<file path="src/sv/tme_pkg.sv">
// ----------------------------------------------------------------------------
// tme_pkg: shared types and codes for the three-pass modexp cipher unit
// Holds the command codes, register indexes and the control group that
// travels beside the data through every pipeline stage.
// ----------------------------------------------------------------------------
package tme_pkg;

  localparam int ADDR_BITS = 4;

  typedef enum logic [1:0] {
    CMD_LOCK   = 2'd0,
    CMD_UNLOCK = 2'd1,
    CMD_FINAL  = 2'd2,
    CMD_RSVD   = 2'd3
  } cmd_t;

  typedef enum logic [1:0] {
    REG_MODULUS    = 2'd0,
    REG_LOCK_EXP   = 2'd1,
    REG_UNLOCK_EXP = 2'd2,
    REG_NONE       = 2'd3
  } reg_idx_t;

  typedef struct packed {
    logic valid;
    logic unlock;
    logic trunc;
    logic last;
  } ctl_t;

endpackage

</file>
<file path="src/sv/tme_div_stage.sv">
// ----------------------------------------------------------------------------
// tme_div_stage: one restoring step of the input reduction
// Shifts one input bit into the partial remainder and subtracts the modulus
// when the remainder reaches it.
// ----------------------------------------------------------------------------
module tme_div_stage
  import tme_pkg::*;
#(
  parameter int W   = 32,
  parameter int BIT = 31
) (
  input  logic         clk,
  input  logic         rst,
  input  logic         adv,
  input  logic [W-1:0] modulus,
  input  ctl_t         ctl_in,
  input  logic [W-1:0] rem_in,
  input  logic [W-1:0] val_in,
  output ctl_t         ctl_out,
  output logic [W-1:0] rem_out,
  output logic [W-1:0] val_out
);

  logic [W:0]   shifted;
  logic [W-1:0] rem_next;

  always_comb begin
    shifted = {rem_in, val_in[BIT]};
    if (shifted >= {1'b0, modulus}) begin
      rem_next = W'(shifted - {1'b0, modulus});
    end else begin
      rem_next = shifted[W-1:0];
    end
  end

  always_ff @(posedge clk) begin
    if (rst) begin
      ctl_out <= '0;
    end else if (adv) begin
      ctl_out <= ctl_in;
    end
  end

  always_ff @(posedge clk) begin
    if (adv) begin
      rem_out <= rem_next;
      val_out <= val_in;
    end
  end

endmodule

</file>
<file path="config.mk">
export PLATFORM = sky130hd
export DESIGN_NAME = tme_div_stage
export DESIGN_NICKNAME = d
export VERILOG_FILES = /design/src/sv/tme_pkg.sv /design/src/sv/tme_div_stage.sv
export SDC_FILE = /design/constraint.sdc
export NUM_CORES = 1
export LEC_CHECK = 0
export BUFFER_PORTS_ARGS = -buffer_cell sky130_fd_sc_hd__buf_2
export CAP_MARGIN = 20
export CORE_ASPECT_RATIO = 1.1
export CORE_MARGIN = 2
export CORE_UTILIZATION = 50
export CTS_CLUSTER_DIAMETER = 100
export DETAILED_ROUTE_END_ITERATION = 10
export PLACE_DENSITY = 0.86
export SLEW_MARGIN = 20
export SYNTH_ARGS = -nofsm -noshare
export SYNTH_HDL_FRONTEND = slang
export SYNTH_SLANG_ARGS = --single-unit
</file>
<file path="constraint.sdc">
create_clock -name clk -period 8.65 [get_ports clk]
set_input_delay 0.865 -clock clk [delete_from_list [all_inputs] [get_ports clk]]
set_output_delay 0.865 -clock clk [all_outputs]
set_load 0.03 [all_outputs]
</file>
* Yosys cells after proc, flatten, opt, wreduce, memory -nomap -nowiden
Index checks and enable logic that the tools add are counted.
** Word-level totals
- Memories kept :: 0
- Output and inout bits :: 68
- Memory bits (read-only) :: 0
- Bits in writable memories :: 0
- Flip-flop bits (word level) :: 68
- Bits in latches :: 0
- Logic and storage cells :: 9
- Input bits :: 103
** Operators by class
- Multiplexer cells :: 1
- Bitwise operators :: 0
- Reductions and logical operators :: 0
- Div/mod/pow operators :: 0
- $lt $le $gt $ge :: 1
- Eq/ne operators :: 0
- Multiply operators :: 0
- Shift operators :: 0
- Add/subtract/negate cells :: 1
** Operators with widths (count)
- 33-bit by 32-bit >= comparator with 1-bit output :: 1
- 32-bit 2-to-1 mux :: 1
- 32-bit subtractor :: 1

* Depth between registers and ports, before layout
- Depth in word-level cells :: 2
- Depth in mapped cells :: 13
- Depth with buffers taken out :: 12

* Least setup slack after synthesis
Ideal clock, no wire load.
- Path type :: input -> register
- From :: input val_in[31]
- To :: register rem_out[28], data pin
- Path slack :: 5220 ps
- Data required time :: 8390 ps
- Cell stages on the path :: 12
- Path buffers :: 0
- Setup time :: 260 ps
- Arrival time :: 3170 ps
- Path through :: inv_1 > ha_1 > inv_1 > fa_1 > a21o_1 > a221oi_4 > o2111ai_1 > a31o_1 > a221oi_4 > o221ai_2 > xor2_1 > mux2_2
** On the way
- Longest elaborated chain between the ends :: 2
- Elaborated cells on any way between the ends :: 3
- Classes of those cells :: 1 x add/sub; 1 x order compare; 1 x mux
** RTL lines
- start, declared :: line tme_div_stage.sv:18 : input logic [W-1:0] val_in,
- 32-bit subtractor / 33-bit by 32-bit >= comparator with 1-bit output (equally long branches) :: line tme_div_stage.sv:30, tme_div_stage.sv:29
- 32-bit 2-to-1 mux (*) :: line tme_div_stage.sv:29 : if (shifted >= {1'b0, modulus}) begin
- via rem_next[28] :: line tme_div_stage.sv:25 : logic [W-1:0] rem_next;
- end signal, assigned :: line tme_div_stage.sv:46 : rem_out <= rem_next;
- end, declared :: line tme_div_stage.sv:20 : output logic [W-1:0] rem_out,
The timed path passes the listed nets; every way through them passes the cells marked *.
A chain may end at the register's enable or synchronous reset.

* Worst setup path after layout
Same ends and word-level chain as after synthesis.

==> run metrics <==
die area 9280 µm²; Leakage 2.50 nW; FP Rows 35; antenna violations before repair 0; DRT iter0 DRCs 202; GP Congestion 0.890; Area Overhead vs Synth 27.5%; Die Y 101 µm; initial cell density of the core 51.2%; fraction of layout cells with a size suffix above 1 32.9%; Die W 92.0 µm; max cap viols 0; #FFs+latches synth 68; max_slew headroom 42.1%; Setup Buffers After CTS 0; Avg Cell Area, Syn 10.1 µm²; Final setup viols 0; Worst Setup End Kind register; top post-synthesis cells by count edfxtp_1 (64), inv_1 (47), nand2_1 (46); Critical R2R Launch ctl_out[0]; first-pass GRT wire length 18600 µm; synth top area cells edfxtp_1 (45%), ha_1 (9.4%), inv_1 (4.1%); DP HPWL 9090 µm; P_int 0.684 mW; largest net degree at the start of global routing 69; r2r worst-path depth 2; reg-to-reg critical path endpoint ctl_out[0]; clk_skew 0 ns; Comb pwr share 31.3%; f_max 280 MHz; CTS max path bufs 2; r2r setup slk 8.03 ns; status completed; RSZ-0062 raised after global routing no; Critical Path Fanout Max 4; clock slew at reported path FFs 0.08 ns; I/O Buffers 170; CTS tree yes; Post-synth ARST share 0%; worst hold path depth 2; startpoint types primary input; Netlist Area Pre-Place 4260 µm²; Ports 171; Post-Synthesis Net Count 560; Critical Path RT 8.76 ns; diode count 0; HP Start ctl_out[3]; Distinct cells, synth 48; PwrDens 191 nW/µm²; sequential fraction of design power 40.3%; sw frac 34.0%; gr usage total 25.7%; Yosys top cell area share 45.1%; DR vias 3952; setup TNS 0 ns; Clk pwr share 28.4%; WS Path Type in2reg; DRC errors left 0; Skew-Pair Late Insertion Delay 0.35 ns; clock sinks 68; Post-synth EDFFs 64; CTS-repair resized insts 0; Synth Flop Type edfxtp_1; Placed Instances 691; peak supply drop 93.7 µV; most common cell in the synthesized netlist edfxtp_1; pin slew with the least headroom to its limit 0.868 ns; DRT Pass-1 Iters 5; final worst path period need 3.57 ns; Worst Setup Slack, final 5.08 ns; WL/cell 16.9 µm; Synth Instances 424; final period utilization 41.3%; CTS Buf Count 9; Post-Place Setup Slack 4.84 ns; Antenna Nets Post-Route 0; H-tree Lvls 3; switching power 0.353 mW; final wirelength 11900 µm; area of the core 8320 µm²; CP arrival 3.68 ns; Yosys top cell by area edfxtp_1; clock root buffer clkbuf_8; nets@finish 727; Cell Count, Final, Fillers Out 707; GRT overflow 0; hold buffer count at cts 0; vias in the first global route 3939; Synthesis Warnings 0; Final Slew Violations 0; Seq/Total Area, Yosys 47.0%; Worst Hold Class reg2reg; hold endpoint ctl_out[3]; via/cell ratio 5.59; final hold vios 0
[worst max-delay path by stage]
stage | slack [ns] | cells after the start | to | from
2_1_floorplan | 5.22 | 12 | rem_out[28] | val_in[31]
3_3_place_gp | 4.92 | 13 | rem_out[28] | val_in[31]
3_5_place_dp | 4.84 | 13 | rem_out[28] | val_in[31]
4_1_cts | 5.09 | 13 | rem_out[28] | val_in[31]
5_1_grt | 4.96 | 13 | rem_out[28] | val_in[31]
6_report | 5.08 | 13 | rem_out[28] | val_in[31]
[kinds of logic (layout without fill, tap and decap cells)]
logic type / count (synthesis) / count (layout) / share of synthesized area (%)
compound gates: 123 / 123 / 18.8
flops: 68 / 68 / 47.0
simple gates: 102 / 102 / 11.0
mux: 9 / 9 / 2.26
fa+ha+maj: 33 / 33 / 9.86
buf+inv: 63 / 235 / 5.75
xor+xnor: 26 / 26 / 5.34
[metrics by stage]
| stage | hold WS [ns] | total power, mW | util [%] | instance area (µm²) |
|---|---|---|---|---|
| after floorplan | 0.630 | 0.642 | - | 4260 |
| after detailed placement | 0.497 | 0.744 | 62.6 | 5210 |
| after global routing | 0.551 | 1.08 | 65.3 | 5430 |
| after CTS | 0.516 | 1.04 | 65.3 | 5430 |
| after global placement | 0.472 | 0.732 | 62.6 | 5210 |
| final | 0.514 | 1.04 | 65.3 | 5430 |
[routing by layer]
metal	up-vias	part of all wire [%]	track usage, %
met5	-	0	0
met4	0	3.9	12.4
met3	46	7.9	6.51
met2	203	51	48.1
met1	1831	37	26.9
li1	1872	-	-
[registers in the layout, indices dropped and copies added, names as in the netlist]
register and cells:
rem_out 32, val_out 32, ctl_out 4
[power by group through the flow]
stage               sequential (mW)  combinational [mW]  clock [mW]
CTS                           0.418               0.324       0.299
floorplan                     0.502               0.140           0
detailed placement            0.425               0.320           0
global placement              0.423               0.309           0
finish                        0.417               0.325       0.295
global route                  0.420               0.350       0.311
[area by class of cell]
cell class / count / area (µm²)
fill: 669 / 2890
multi-input combinational: 293 / 2030
sequential: 68 / 2000
timing repair buffer: 172 / 866
inverter: 47 / 176
tap: 111 / 139
clock buffer: 9 / 124
clock inverter: 7 / 98.8
[worst max-delay path: stages]
cell	delay (ns)
buf_2	0.11
inv_1	0.06
ha_1	0.17
inv_1	0.10
fa_1	0.46
a21o_1	0.23
a221oi_4	0.30
o2111ai_1	0.18
a31o_1	0.29
a221oi_4	0.33
o221ai_2	0.15
xor2_1	0.16
mux2_2	0.28
[cell usage in the layout, fill, tap and decap left out, drive strengths merged, types with 8 or more instances in the layout]
cell type    n
a21oi       31
buf        172
clkbuf       9
edfxtp      64
ha          32
inv         49
nand2       46
nand4        8
nor2        21
o21ai       39
xnor2       13
xor2        13
Note: power is estimated with default switching activity, not from simulation.
