==> src/sv/tme_pkg.sv <==
// ----------------------------------------------------------------------------
// tme_pkg: shared types and codes for the three-pass modexp cipher unit
// Holds the command codes, register indexes and the control group that
// travels beside the data through every pipeline stage.
// ----------------------------------------------------------------------------
package tme_pkg;

  localparam int ADDR_BITS = 4;

  typedef enum logic [1:0] {
    CMD_LOCK   = 2'd0,
    CMD_UNLOCK = 2'd1,
    CMD_FINAL  = 2'd2,
    CMD_RSVD   = 2'd3
  } cmd_t;

  typedef enum logic [1:0] {
    REG_MODULUS    = 2'd0,
    REG_LOCK_EXP   = 2'd1,
    REG_UNLOCK_EXP = 2'd2,
    REG_NONE       = 2'd3
  } reg_idx_t;

  typedef struct packed {
    logic valid;
    logic unlock;
    logic trunc;
    logic last;
  } ctl_t;

endpackage

==> src/sv/tme_mul_stage.sv <==
// ----------------------------------------------------------------------------
// tme_mul_stage: one shift-and-add step of the two modular products
// Advances acc*b and b*b by one multiplier bit; the last step of an exponent
// bit folds acc*b into the accumulator when that bit is set, and b*b into the squared base.
// ----------------------------------------------------------------------------
module tme_mul_stage
  import tme_pkg::*;
#(
  parameter int W     = 32,
  parameter int BIT   = 31,
  parameter bit FIRST = 1'b0,
  parameter bit LAST  = 1'b0
) (
  input  logic         clk,
  input  logic         rst,
  input  logic         adv,
  input  logic [W-1:0] modulus,
  input  logic         ebit,
  input  ctl_t         ctl_in,
  input  logic [W-1:0] acc_in,
  input  logic [W-1:0] b_in,
  input  logic [W-1:0] ra_in,
  input  logic [W-1:0] rs_in,
  output ctl_t         ctl_out,
  output logic [W-1:0] acc_out,
  output logic [W-1:0] b_out,
  output logic [W-1:0] ra_out,
  output logic [W-1:0] rs_out
);

  // (x + y) mod m for x, y below m
  function automatic logic [W-1:0] add_mod(input logic [W-1:0] x,
                                           input logic [W-1:0] y,
                                           input logic [W-1:0] m);
    logic [W-1:0] room;
    room = m - y;
    if (x >= room) begin
      return x - room;
    end
    return x + y;
  endfunction

  logic [W-1:0] ra_src, rs_src, ra_next, rs_next;

  always_comb begin
    ra_src  = FIRST ? '0 : ra_in;
    rs_src  = FIRST ? '0 : rs_in;
    ra_next = add_mod(ra_src, ra_src, modulus);
    rs_next = add_mod(rs_src, rs_src, modulus);
    if (b_in[BIT]) begin
      ra_next = add_mod(ra_next, acc_in, modulus);
      rs_next = add_mod(rs_next, b_in, modulus);
    end
  end

  always_ff @(posedge clk) begin
    if (rst) begin
      ctl_out <= '0;
    end else if (adv) begin
      ctl_out <= ctl_in;
    end
  end

  always_ff @(posedge clk) begin
    if (adv) begin
      ra_out <= ra_next;
      rs_out <= rs_next;
      if (LAST) begin
        acc_out <= ebit ? ra_next : acc_in;
        b_out   <= rs_next;
      end else begin
        acc_out <= acc_in;
        b_out   <= b_in;
      end
    end
  end

endmodule

==> config.mk <==
export PLATFORM = sky130hd
export DESIGN_NAME = tme_mul_stage
export DESIGN_NICKNAME = d
export VERILOG_FILES = /design/src/sv/tme_pkg.sv /design/src/sv/tme_mul_stage.sv
export SDC_FILE = /design/constraint.sdc
export NUM_CORES = 1
export LEC_CHECK = 0
export BUFFER_PORTS_ARGS = -buffer_cell sky130_fd_sc_hd__buf_2
export CAP_MARGIN = 30
export CORE_ASPECT_RATIO = 2
export CORE_MARGIN = 2
export CORE_UTILIZATION = 25
export CTS_CLUSTER_SIZE = 28
export DETAILED_ROUTE_END_ITERATION = 10
export GPL_ROUTABILITY_DRIVEN = 0
export PLACE_DENSITY_LB_ADDON = 0.1
export SLEW_MARGIN = 20
export SYNTH_ARGS = -nofsm -noshare
export SYNTH_HDL_FRONTEND = slang
export SYNTH_SLANG_ARGS = --single-unit
==> constraint.sdc <==
create_clock -name clk -period 17 [get_ports clk]
set_input_delay 1.7 -clock clk [delete_from_list [all_inputs] [get_ports clk]]
set_output_delay 1.7 -clock clk [all_outputs]
set_load 0.005 [all_outputs]
Yosys cells after proc, flatten, opt, wreduce, memory -nomap -nowiden
Cells that the tools add are included.
Widths: inputs -> output; s select.
- register bits: 132
- output and inout bits: 132
- logic and storage cells: 40
- $add $sub $neg: 12
- order comparisons: 4
- muxes and demuxes: 16
- operators by type and width (cell ; number):
    $mux 32 ; 10
    $sub 32x32->32 ; 8
    $add 32x32->32 ; 4
    $ge 32x32->1 ; 4
    $mux 1 ; 6

Logic depth before layout (Yosys ltp)
Gate-level depths: netlist of the first run.
- word-level depth: 9
- gate-level depth with buffers: 49
- depth with buffers taken out: 45

Worst setup path before layout of the first run
No wires, ideal clock.
- kind: in2reg
- from: in modulus[0]
- to: reg rs_out[0] (data pin)
- data arrival time: 9.725 ns
- path slack: 7.006 ns
- stages: 45
- buffers on the path: 5
- cells stage by stage: inv_1 > ha_1 > inv_1 > fa_1 > a21o_1 > a21oi_1 > o21ai_0 > a21oi_1 > o21ai_0 > a21oi_1 > o21bai_1 > a21oi_1 > o21a_1 > o211ai_1 > a31oi_1 > a21o_1 > o21ai_0 > o31ai_1 > [9 not listed] > buf_6 > clkbuf_1 > clkbuf_1 > a21oi_1 > ha_1 > nand4_1 > or2_2 > or4_1 > nor4b_1 > nand3_1 > nor2_1 > a211oi_1 > o21ai_2 > buf_2 > buf_2 > nand2_1 > o211ai_1 > o21ai_0
- longest elaborated chain between the ends: 9
- elaborated cells between the ends (all ways): 15
- those cells by class: add/sub: 5; order compare: 2; mux: 8
- RTL lines (item ; RTL line ; source):
    start: declaration ; tme_mul_stage.sv:17 ; input logic [W-1:0] modulus,
    $sub 32x32->32 ; tme_mul_stage.sv:36 ; room = m - y;
    $sub 32x32->32 or $ge 32x32->1 (tied branches) ; tme_mul_stage.sv:38, tme_mul_stage.sv:37 ;
    $mux 32 or $mux 1 (tied branches) ; tme_mul_stage.sv:37 ; if (x >= room) begin
    $mux 32 ; tme_mul_stage.sv:40 ; return x + y;
    $ge 32x32->1 ; tme_mul_stage.sv:37 ;
    $mux 1 ; tme_mul_stage.sv:37 ;
    $mux 1 ; tme_mul_stage.sv:50 ; if (b_in[BIT]) begin
    $mux 32 ; tme_mul_stage.sv:40 ;
    $mux 32 * ; tme_mul_stage.sv:50 ;
    net rs_next[0] ; tme_mul_stage.sv:43 ; logic [W-1:0] ra_src, rs_src, ra_next, rs_next;
    end signal: assignment ; tme_mul_stage.sv:67 ; rs_out <= rs_next;
    end: declaration ; tme_mul_stage.sv:28 ; output logic [W-1:0] rs_out
Mark *: on every way through the listed nets, which the timed path passes. The rest lies on a longest branch. The select of a mux whose other input is x is not followed.
A chain may end at the register's enable or synchronous reset.

Worst setup path after layout of the first run
- from: in modulus[1]
- to: reg ra_out[31] (data pin)
- longest elaborated chain between the ends: 9
- elaborated cells between the ends (all ways): 15
- those cells by class: add/sub: 5; order compare: 2; mux: 8
- RTL lines (item ; RTL line ; source):
    $sub 32x32->32 ; tme_mul_stage.sv:36 ;
    $sub 32x32->32 or $ge 32x32->1 (tied branches) ; tme_mul_stage.sv:38, tme_mul_stage.sv:37 ;
    $mux 32 or $mux 1 (tied branches) ; tme_mul_stage.sv:37 ;
    $mux 32 ; tme_mul_stage.sv:40 ;
    $ge 32x32->1 ; tme_mul_stage.sv:37 ;
    $mux 1 ; tme_mul_stage.sv:37 ;
    $mux 1 ; tme_mul_stage.sv:50 ;
    $mux 32 ; tme_mul_stage.sv:40 ;
    $mux 32 * ; tme_mul_stage.sv:50 ;
    net ra_next[31] ; tme_mul_stage.sv:43 ;
    end signal: assignment ; tme_mul_stage.sv:66 ; ra_out <= ra_next;
    end: declaration ; tme_mul_stage.sv:27 ; output logic [W-1:0] ra_out,
Marked as above.

==> metrics, run 1 <==
CTS Buf Count 17; DP HPWL roughly 70 mm; Worst-path clk slew 0.06 ns; flops & latches, synth ~130; Final Setup Violations 0; most common cell after layout, fill and taps aside a21oi_1; register area share after synthesis 0.181; GRT overflow 0; WL/cell between 15 and 20 um; DRC viols 0; top_reg_cell synth edfxtp_1; core area between 80000 and 90000 um^2; PD cells ~140 nW/um^2; die width 212 um; # Post-CTS Setup Buffers 0; Critical Path Most Common Cell a21oi_1; worst skew pair latency about 0.51 ns; number of flops mapped to enable cells by yosys 128; Final Cycle Share 0.741; Internal 1.77 mW; combinational share of power 0.760; maximum buffer depth of the clock tree 2; switching pwr about 1.8 mW; Worst Skew 0 ns; leakage roughly 11 nW; share of layout cells above drive strength 1 0.139; Ant. Diodes 0; final WL ~81 mm; number of port buffers approximately 300; Die Area ~89000 um^2; # rows about 150; post_cts resized 0; utilization after layout 0.292; Vias/cell 5.03; synthesized area 21600 um^2; CTS root buf clkbuf_16; Clock Sinks between 100 and 150; hold-fix buffers at CTS 0; status finished, final reports clean; H-tree lvl count 4; CP max stage cell nor3_4; Worst-Margin Slew about 0.96 ns; Synth Instances 2776; max_slew headroom 0.349; maxcap violations 0; total negative slack 0 ns; TritonCTS clock tree done; worst path bufs/invs 4; minimum clock period ~13 ns; routed via count 21.2k; most frequent cells in the layout 313 x a21oi_1, 296 x buf_2, 292 x ha_1; GRT Util Overall 0.181; Synthesized Nets roughly 3.2k; worst hold path class reg2reg; RSZ-0062 raised after global routing no; Worst EP arrival between 10 and 15 ns; Syn. warnings 0; worst-path fanout max between 60 and 70; vias in the first global route roughly 22k; Tot Pwr around 3.6 mW; largest net degree at the start of global routing 66; Synth-to-Final Area Change 15.8%; Netlist cell types 99; Clock Power Share 0.100; CP Launch Type input pin; Switching Fraction 0.508; Starting Density 0.252; worst vdd ir ~0.000072 V; Slew Limit Fails 0; crit-path leading delay family compound AO/OA/AOI/OAI gates; DRT iter0 DRCs 782; Antenna Nets Post-Route 0; register share of total power 0.140; Hold Vio Cnt, Final 0; first-pass GRT wire length 121 mm; share of flip-flops with an asynchronous set or reset 0; max incr delay on CP roughly 0.7 ns; I/O pin total 300; final net count about 3.5k; syn avg cell area roughly 8 um^2; TritonRoute pass-1 iters 5; initial antenna violation count 15; Req. time, crit path between 15 and 20 ns; Crit Path Category in2reg; critical path endpoint category flip-flop; Max Fclk 79.4 MHz; die height roughly 420 um
## worst reg2reg max path, delay by kind of cell, from the launching register on
| family | cells | cell delay, ns |
|---|---|---|
| mux | 1 | 0.13 |
| flops | 1 | 0.31 |
| simple gates | 1 | 0.06 |
## stage by stage
| step | worst slack [ns] | area, um^2 | hold slack (ns) | instances |
|---|---|---|---|---|
| 5_1_grt | 3.54 | 25100 | 0.526 | 4224 |
| 6_report | 4.40 | 25100 | 0.491 | 4224 |
| 3_3_place_gp | 3.21 | 24500 | 0.474 | 4191 |
| 2_1_floorplan | 7.01 | 21600 | 0.485 | 2776 |
| 4_1_cts | 4.25 | 25100 | 0.502 | 4224 |
| 3_5_place_dp | 3.73 | 24500 | 0.488 | 4193 |
## flip-flops by register name, indices dropped and copies added, names as in the netlist
name	count
rs_out	32
b_out	32
ra_out	32
ctl_out	4
acc_out	32
## final cells by class
cell class / instances / area (um^2)
Sequential cell: 132 / 3920
Timing Repair Buffer: 319 / 1670
Clock buffer: 20 / 447
Fill cell: 9314 / 60700
Tap cell: 1155 / 1450
Clock inverter: 11 / 88.8
Multi-Input combinational cell: 2354 / 16600
Inverter: 233 / 875
## metal layers
| layer | up-vias | GRT usage | routed length, um |
|---|---|---|---|
| met3 | 135 | 0.0214 | 2470 |
| met1 | 9920 | 0.184 | 31200 |
| met4 | 8 | 0.0992 | 3750 |
| li1 | 10700 | - | - |
| met5 | - | 0 | 55 |
| met2 | 447 | 0.353 | 43400 |
## synth_stat cells, drive strengths merged, types with 9 or more instances
library cell / n / share of area
a21oi: 319 / 0.075
ha: 292 / 0.17
inv: 232 / 0.040
nor2: 232 / 0.040
nand2: 193 / 0.033
o21ai: 187 / 0.043
xnor2: 166 / 0.067
edfxtp: 128 / 0.18
xor2: 124 / 0.050
a21o: 96 / 0.033
nand3: 81 / 0.019
nor3: 62 / 0.015
o21bai: 43 / 0.015
clkbuf: 42 / 0.0073
nand2b: 41 / 0.012
a31oi: 37 / 0.012
nor2b: 35 / 0.010
o21a: 31 / 0.011
o31ai: 29 / 0.011
a211oi: 28 / 0.010
nand4: 28 / 0.0081
and3: 23 / 0.0067
o211ai: 22 / 0.0081
mux2i: 21 / 0.0099
or2: 20 / 0.0058
or3: 20 / 0.0058
and2: 18 / 0.0052
a21boi: 15 / 0.0052
buf: 15 / 0.0043
nor4: 13 / 0.0047
maj3: 12 / 0.0057
o22ai: 12 / 0.0035
a31o: 11 / 0.0045
o31a: 11 / 0.0045
a211o: 10 / 0.0041
o2111ai: 9 / 0.0039
## logic make-up after synthesis
logic type | count (synthesis) | synth area share
flops | 132 | 0.181
buf+inv | 290 | 0.0520
simple gates | 794 | 0.177
fa+ha+maj | 310 | 0.180
xor+xnor | 290 | 0.117
compound gates | 931 | 0.278
mux | 29 | 0.0142
## power groups by stage
stage / Clock, mW / Sequential (mW) / Combinational (mW)
finish: 0.359 / 0.502 / 2.73
global route: 0.387 / 0.511 / 3.04
CTS: 0.384 / 0.504 / 2.74
detailed placement: 0 / 0.508 / 2.72
global placement: 0 / 0.510 / 2.70
floorplan: 0 / 0.521 / 1.98
## final timing paths
check / startpoint / to / cells after the start / slack (ns)
max: modulus[1] / ra_out[31] / 39 / 4.40
min: ctl_out[1] / ctl_out[1] / 2 / 0.49
max reg2reg: ctl_out[2] / ctl_out[2] / 2 / 16.40
min reg2reg: ctl_out[1] / ctl_out[1] / 2 / 0.49
Note: power is estimated with default switching activity, not from simulation.
==> run 2, diff against run 1 <==
==> constraint.sdc (replaced) <==
create_clock -name clk -period 11.44 [get_ports clk]
set_input_delay 1.144 -clock clk [delete_from_list [all_inputs] [get_ports clk]]
set_output_delay 1.144 -clock clk [all_outputs]
set_load 0.005 [all_outputs]
==> run 2 against run 1 <==
  * Sequential share of layout area decreased by 1.2 points
  * Flip-flop and latch count is the same
  * Global-route usage grew 0.72 points
  * Highest routed layer unchanged
  * Clock skew did not move
  * Register-to-register slack got worse by 5.6 ns
  * Routed wire length rose by 2.9%
  * Count of clock-buffer cells in the layout unchanged
  * Non-clock buffer count grew 238
==> metrics, run 2 (synthesis gave the netlist of run 1 again) <==
routed via count 22.1k (+3.8%); reg2reg end ctl_out[3]; number of port buffers 298 (unchanged); max_slew headroom 0.445 (+0.0958); worst hold path stage count 2 (unchanged); final WL 83.2 mm (+2.9%); CTS root buf clkbuf_16; utilization after layout 0.316 (+0.0237); most frequent cells in the layout 313 x a21oi_1, 296 x buf_2, 292 x ha_1; HP Start ctl_out[0]; die height 420 um (unchanged); Antenna Nets Post-Route 0 (unchanged); Critical R2R Launch ctl_out[3]; Clock Power Share 0.109 (+0.009); register share of total power 0.122 (-0.018); Hold Vio Cnt, Final 0 (unchanged); worst slack, placed -0.0740 ns (-3.80 ns); final worst setup slack 0.880 ns (-3.52 ns); Finished Cell Area 27100 um^2 (+8.1%); Final Cycle Share 0.923; TritonRoute pass-1 iters 5 (unchanged); Slew Limit Fails 0 (unchanged); DRT iter0 DRCs 788 (+0.77%); RSZ-0062 raised after global routing no; leakage 12.4 nW (+11%); H-tree lvl count 4 (unchanged); # rows 152 (unchanged); worst hold path class reg2reg; switching pwr 2.84 mW (+56%); die width 212 um (unchanged); Critical Path Source modulus[0]; Internal 3.24 mW (+84%); CP max stage cell nor3_4; DP HPWL 72.4 mm (+3.7%); Clock Sinks 132 (unchanged); Vias/cell 4.94 (-1.8%); worst-path fanout max 15 (-77%); first-pass GRT wire length 126 mm (+4.3%); WL/cell 18.6 um (-2.7%); worst vdd ir 0.000109 V (+52%); most common cell after layout, fill and taps aside a21oi_1; GRT overflow 0 (unchanged); CTS Buf Count 17 (unchanged); Worst Skew 0 ns (unchanged); status finished, final reports clean; total negative slack 0 ns (unchanged); Crit Path Category in2reg; Worst EP arrival 10.92 ns (-1.94 ns); largest net degree at the start of global routing 59 (-11%); Hold EP ctl_out[0]; vias in the first global route 23.2k (+4.7%); PD cells 225 nW/um^2 (+57%); initial antenna violation count 15 (unchanged); DRC viols 0 (unchanged); hold-fix buffers at CTS 0 (unchanged); Worst-path clk slew 0.06 ns (about the same); placed cell area 26400 um^2 (+7.6%); Critical Path Most Common Cell a21oi_1; minimum clock period ~11 ns; max incr delay on CP 0.52 ns (-0.18 ns); Max Fclk 94.7 MHz; Worst-Margin Slew 0.822 ns (-0.139 ns); worst skew pair latency 0.51 ns (about the same); CP Launch Type input pin; Die Area 89000 um^2 (unchanged); maxcap violations 0 (unchanged); share of layout cells above drive strength 1 0.202 (+0.0628); Synth-to-Final Area Change 25.2%; Final Setup Violations 0 (unchanged); final net count 3761 (+6.8%); Req. time, crit path 11.80 ns (-5.46 ns); Starting Density 0.252 (unchanged); Switching Fraction 0.467 (-0.0403); cell count of the worst reg-to-reg path 2 (unchanged); I/O pin total 300 (unchanged); GRT Util Overall 0.189 (+0.00720); maximum buffer depth of the clock tree 2 (unchanged); core area 85800 um^2 (unchanged); critical path endpoint category flip-flop; worst reg2reg setup slack 10.84 ns (-5.56 ns); combinational share of power 0.769 (+0.009); TritonCTS clock tree done
[run 2: cell count changes in the layout (fill, tap and decap cells not counted), moves of 2 or more]
cell | previous run | this run
bufinv_16 | 1 | 6
buf_12 | 0 | 8
buf_6 | 3 | 1
diode_2 | 0 | 2
buf_4 | 20 | 252
clkinv_2 | 7 | 1
[run 2: through the flow]
| step | power [mW] | hold slack [ns] | std cells |
|---|---|---|---|
| 6_report | 6.09 | 0.499 | 4465 |
| 2_1_floorplan | 3.71 | 0.485 | 2776 |
| 4_1_cts | 6.15 | 0.509 | 4461 |
| 3_3_place_gp | 5.40 | 0.474 | 4429 |
| 3_5_place_dp | 5.42 | 0.494 | 4429 |
| 5_1_grt | 6.66 | 0.534 | 4464 |
[run 2: timing repair]
| item | CTS | global route |
|---|---|---|
| resized for setup | 0 | 1 |
| buffers inserted | 0 | 2 |
| endpoints found under the setup margin | 0 | 28 |
[run 2: area by class of cell]
type | instances | area, um^2
Fill cell | 9295 | 58700
Multi-Input combinational cell | 2354 | 16600
Sequential cell | 132 | 3920
Timing Repair Buffer | 557 | 3540
Tap cell | 1155 | 1450
Inverter | 233 | 875
Clock buffer | 20 | 457
Clock inverter | 12 | 225
Antenna cell | 2 | 5.00
[run 2: how the worst max path moves through the flow]
stage / slack [ns] / cells past startpoint / endpoint
finish: 0.88 / 49 / ra_out[31]
CTS: 0.45 / 41 / rs_out[8]
detailed placement: -0.07 / 41 / rs_out[8]
global placement: -0.18 / 41 / rs_out[8]
global route: 0.08 / 47 / rs_out[24]
floorplan: 2.00 / 45 / rs_out[0]
[run 2: per-layer routing]
metal | track usage | wire [um]
met5 | 0 | 70
met4 | 0.112 | 4450
met3 | 0.0212 | 2450
met2 | 0.360 | 44200
met1 | 0.195 | 32100
[run 2: power by group through the flow]
stage | combinational, mW | sequential, mW | clock [mW]
final | 4.68 | 0.744 | 0.664
after global routing | 5.20 | 0.759 | 0.710
after CTS | 4.70 | 0.747 | 0.699
after detailed placement | 4.66 | 0.753 | 0
after global placement | 4.65 | 0.755 | 0
after floorplan | 2.94 | 0.774 | 0
[run 2: critical path, delay by kind of cell]
family	cells	cell delay (ns)
compound gates	29	5.62
simple gates	8	1.68
fa+ha+maj	4	1.14
buf+inv	7	1.12
xor+xnor	1	0.18
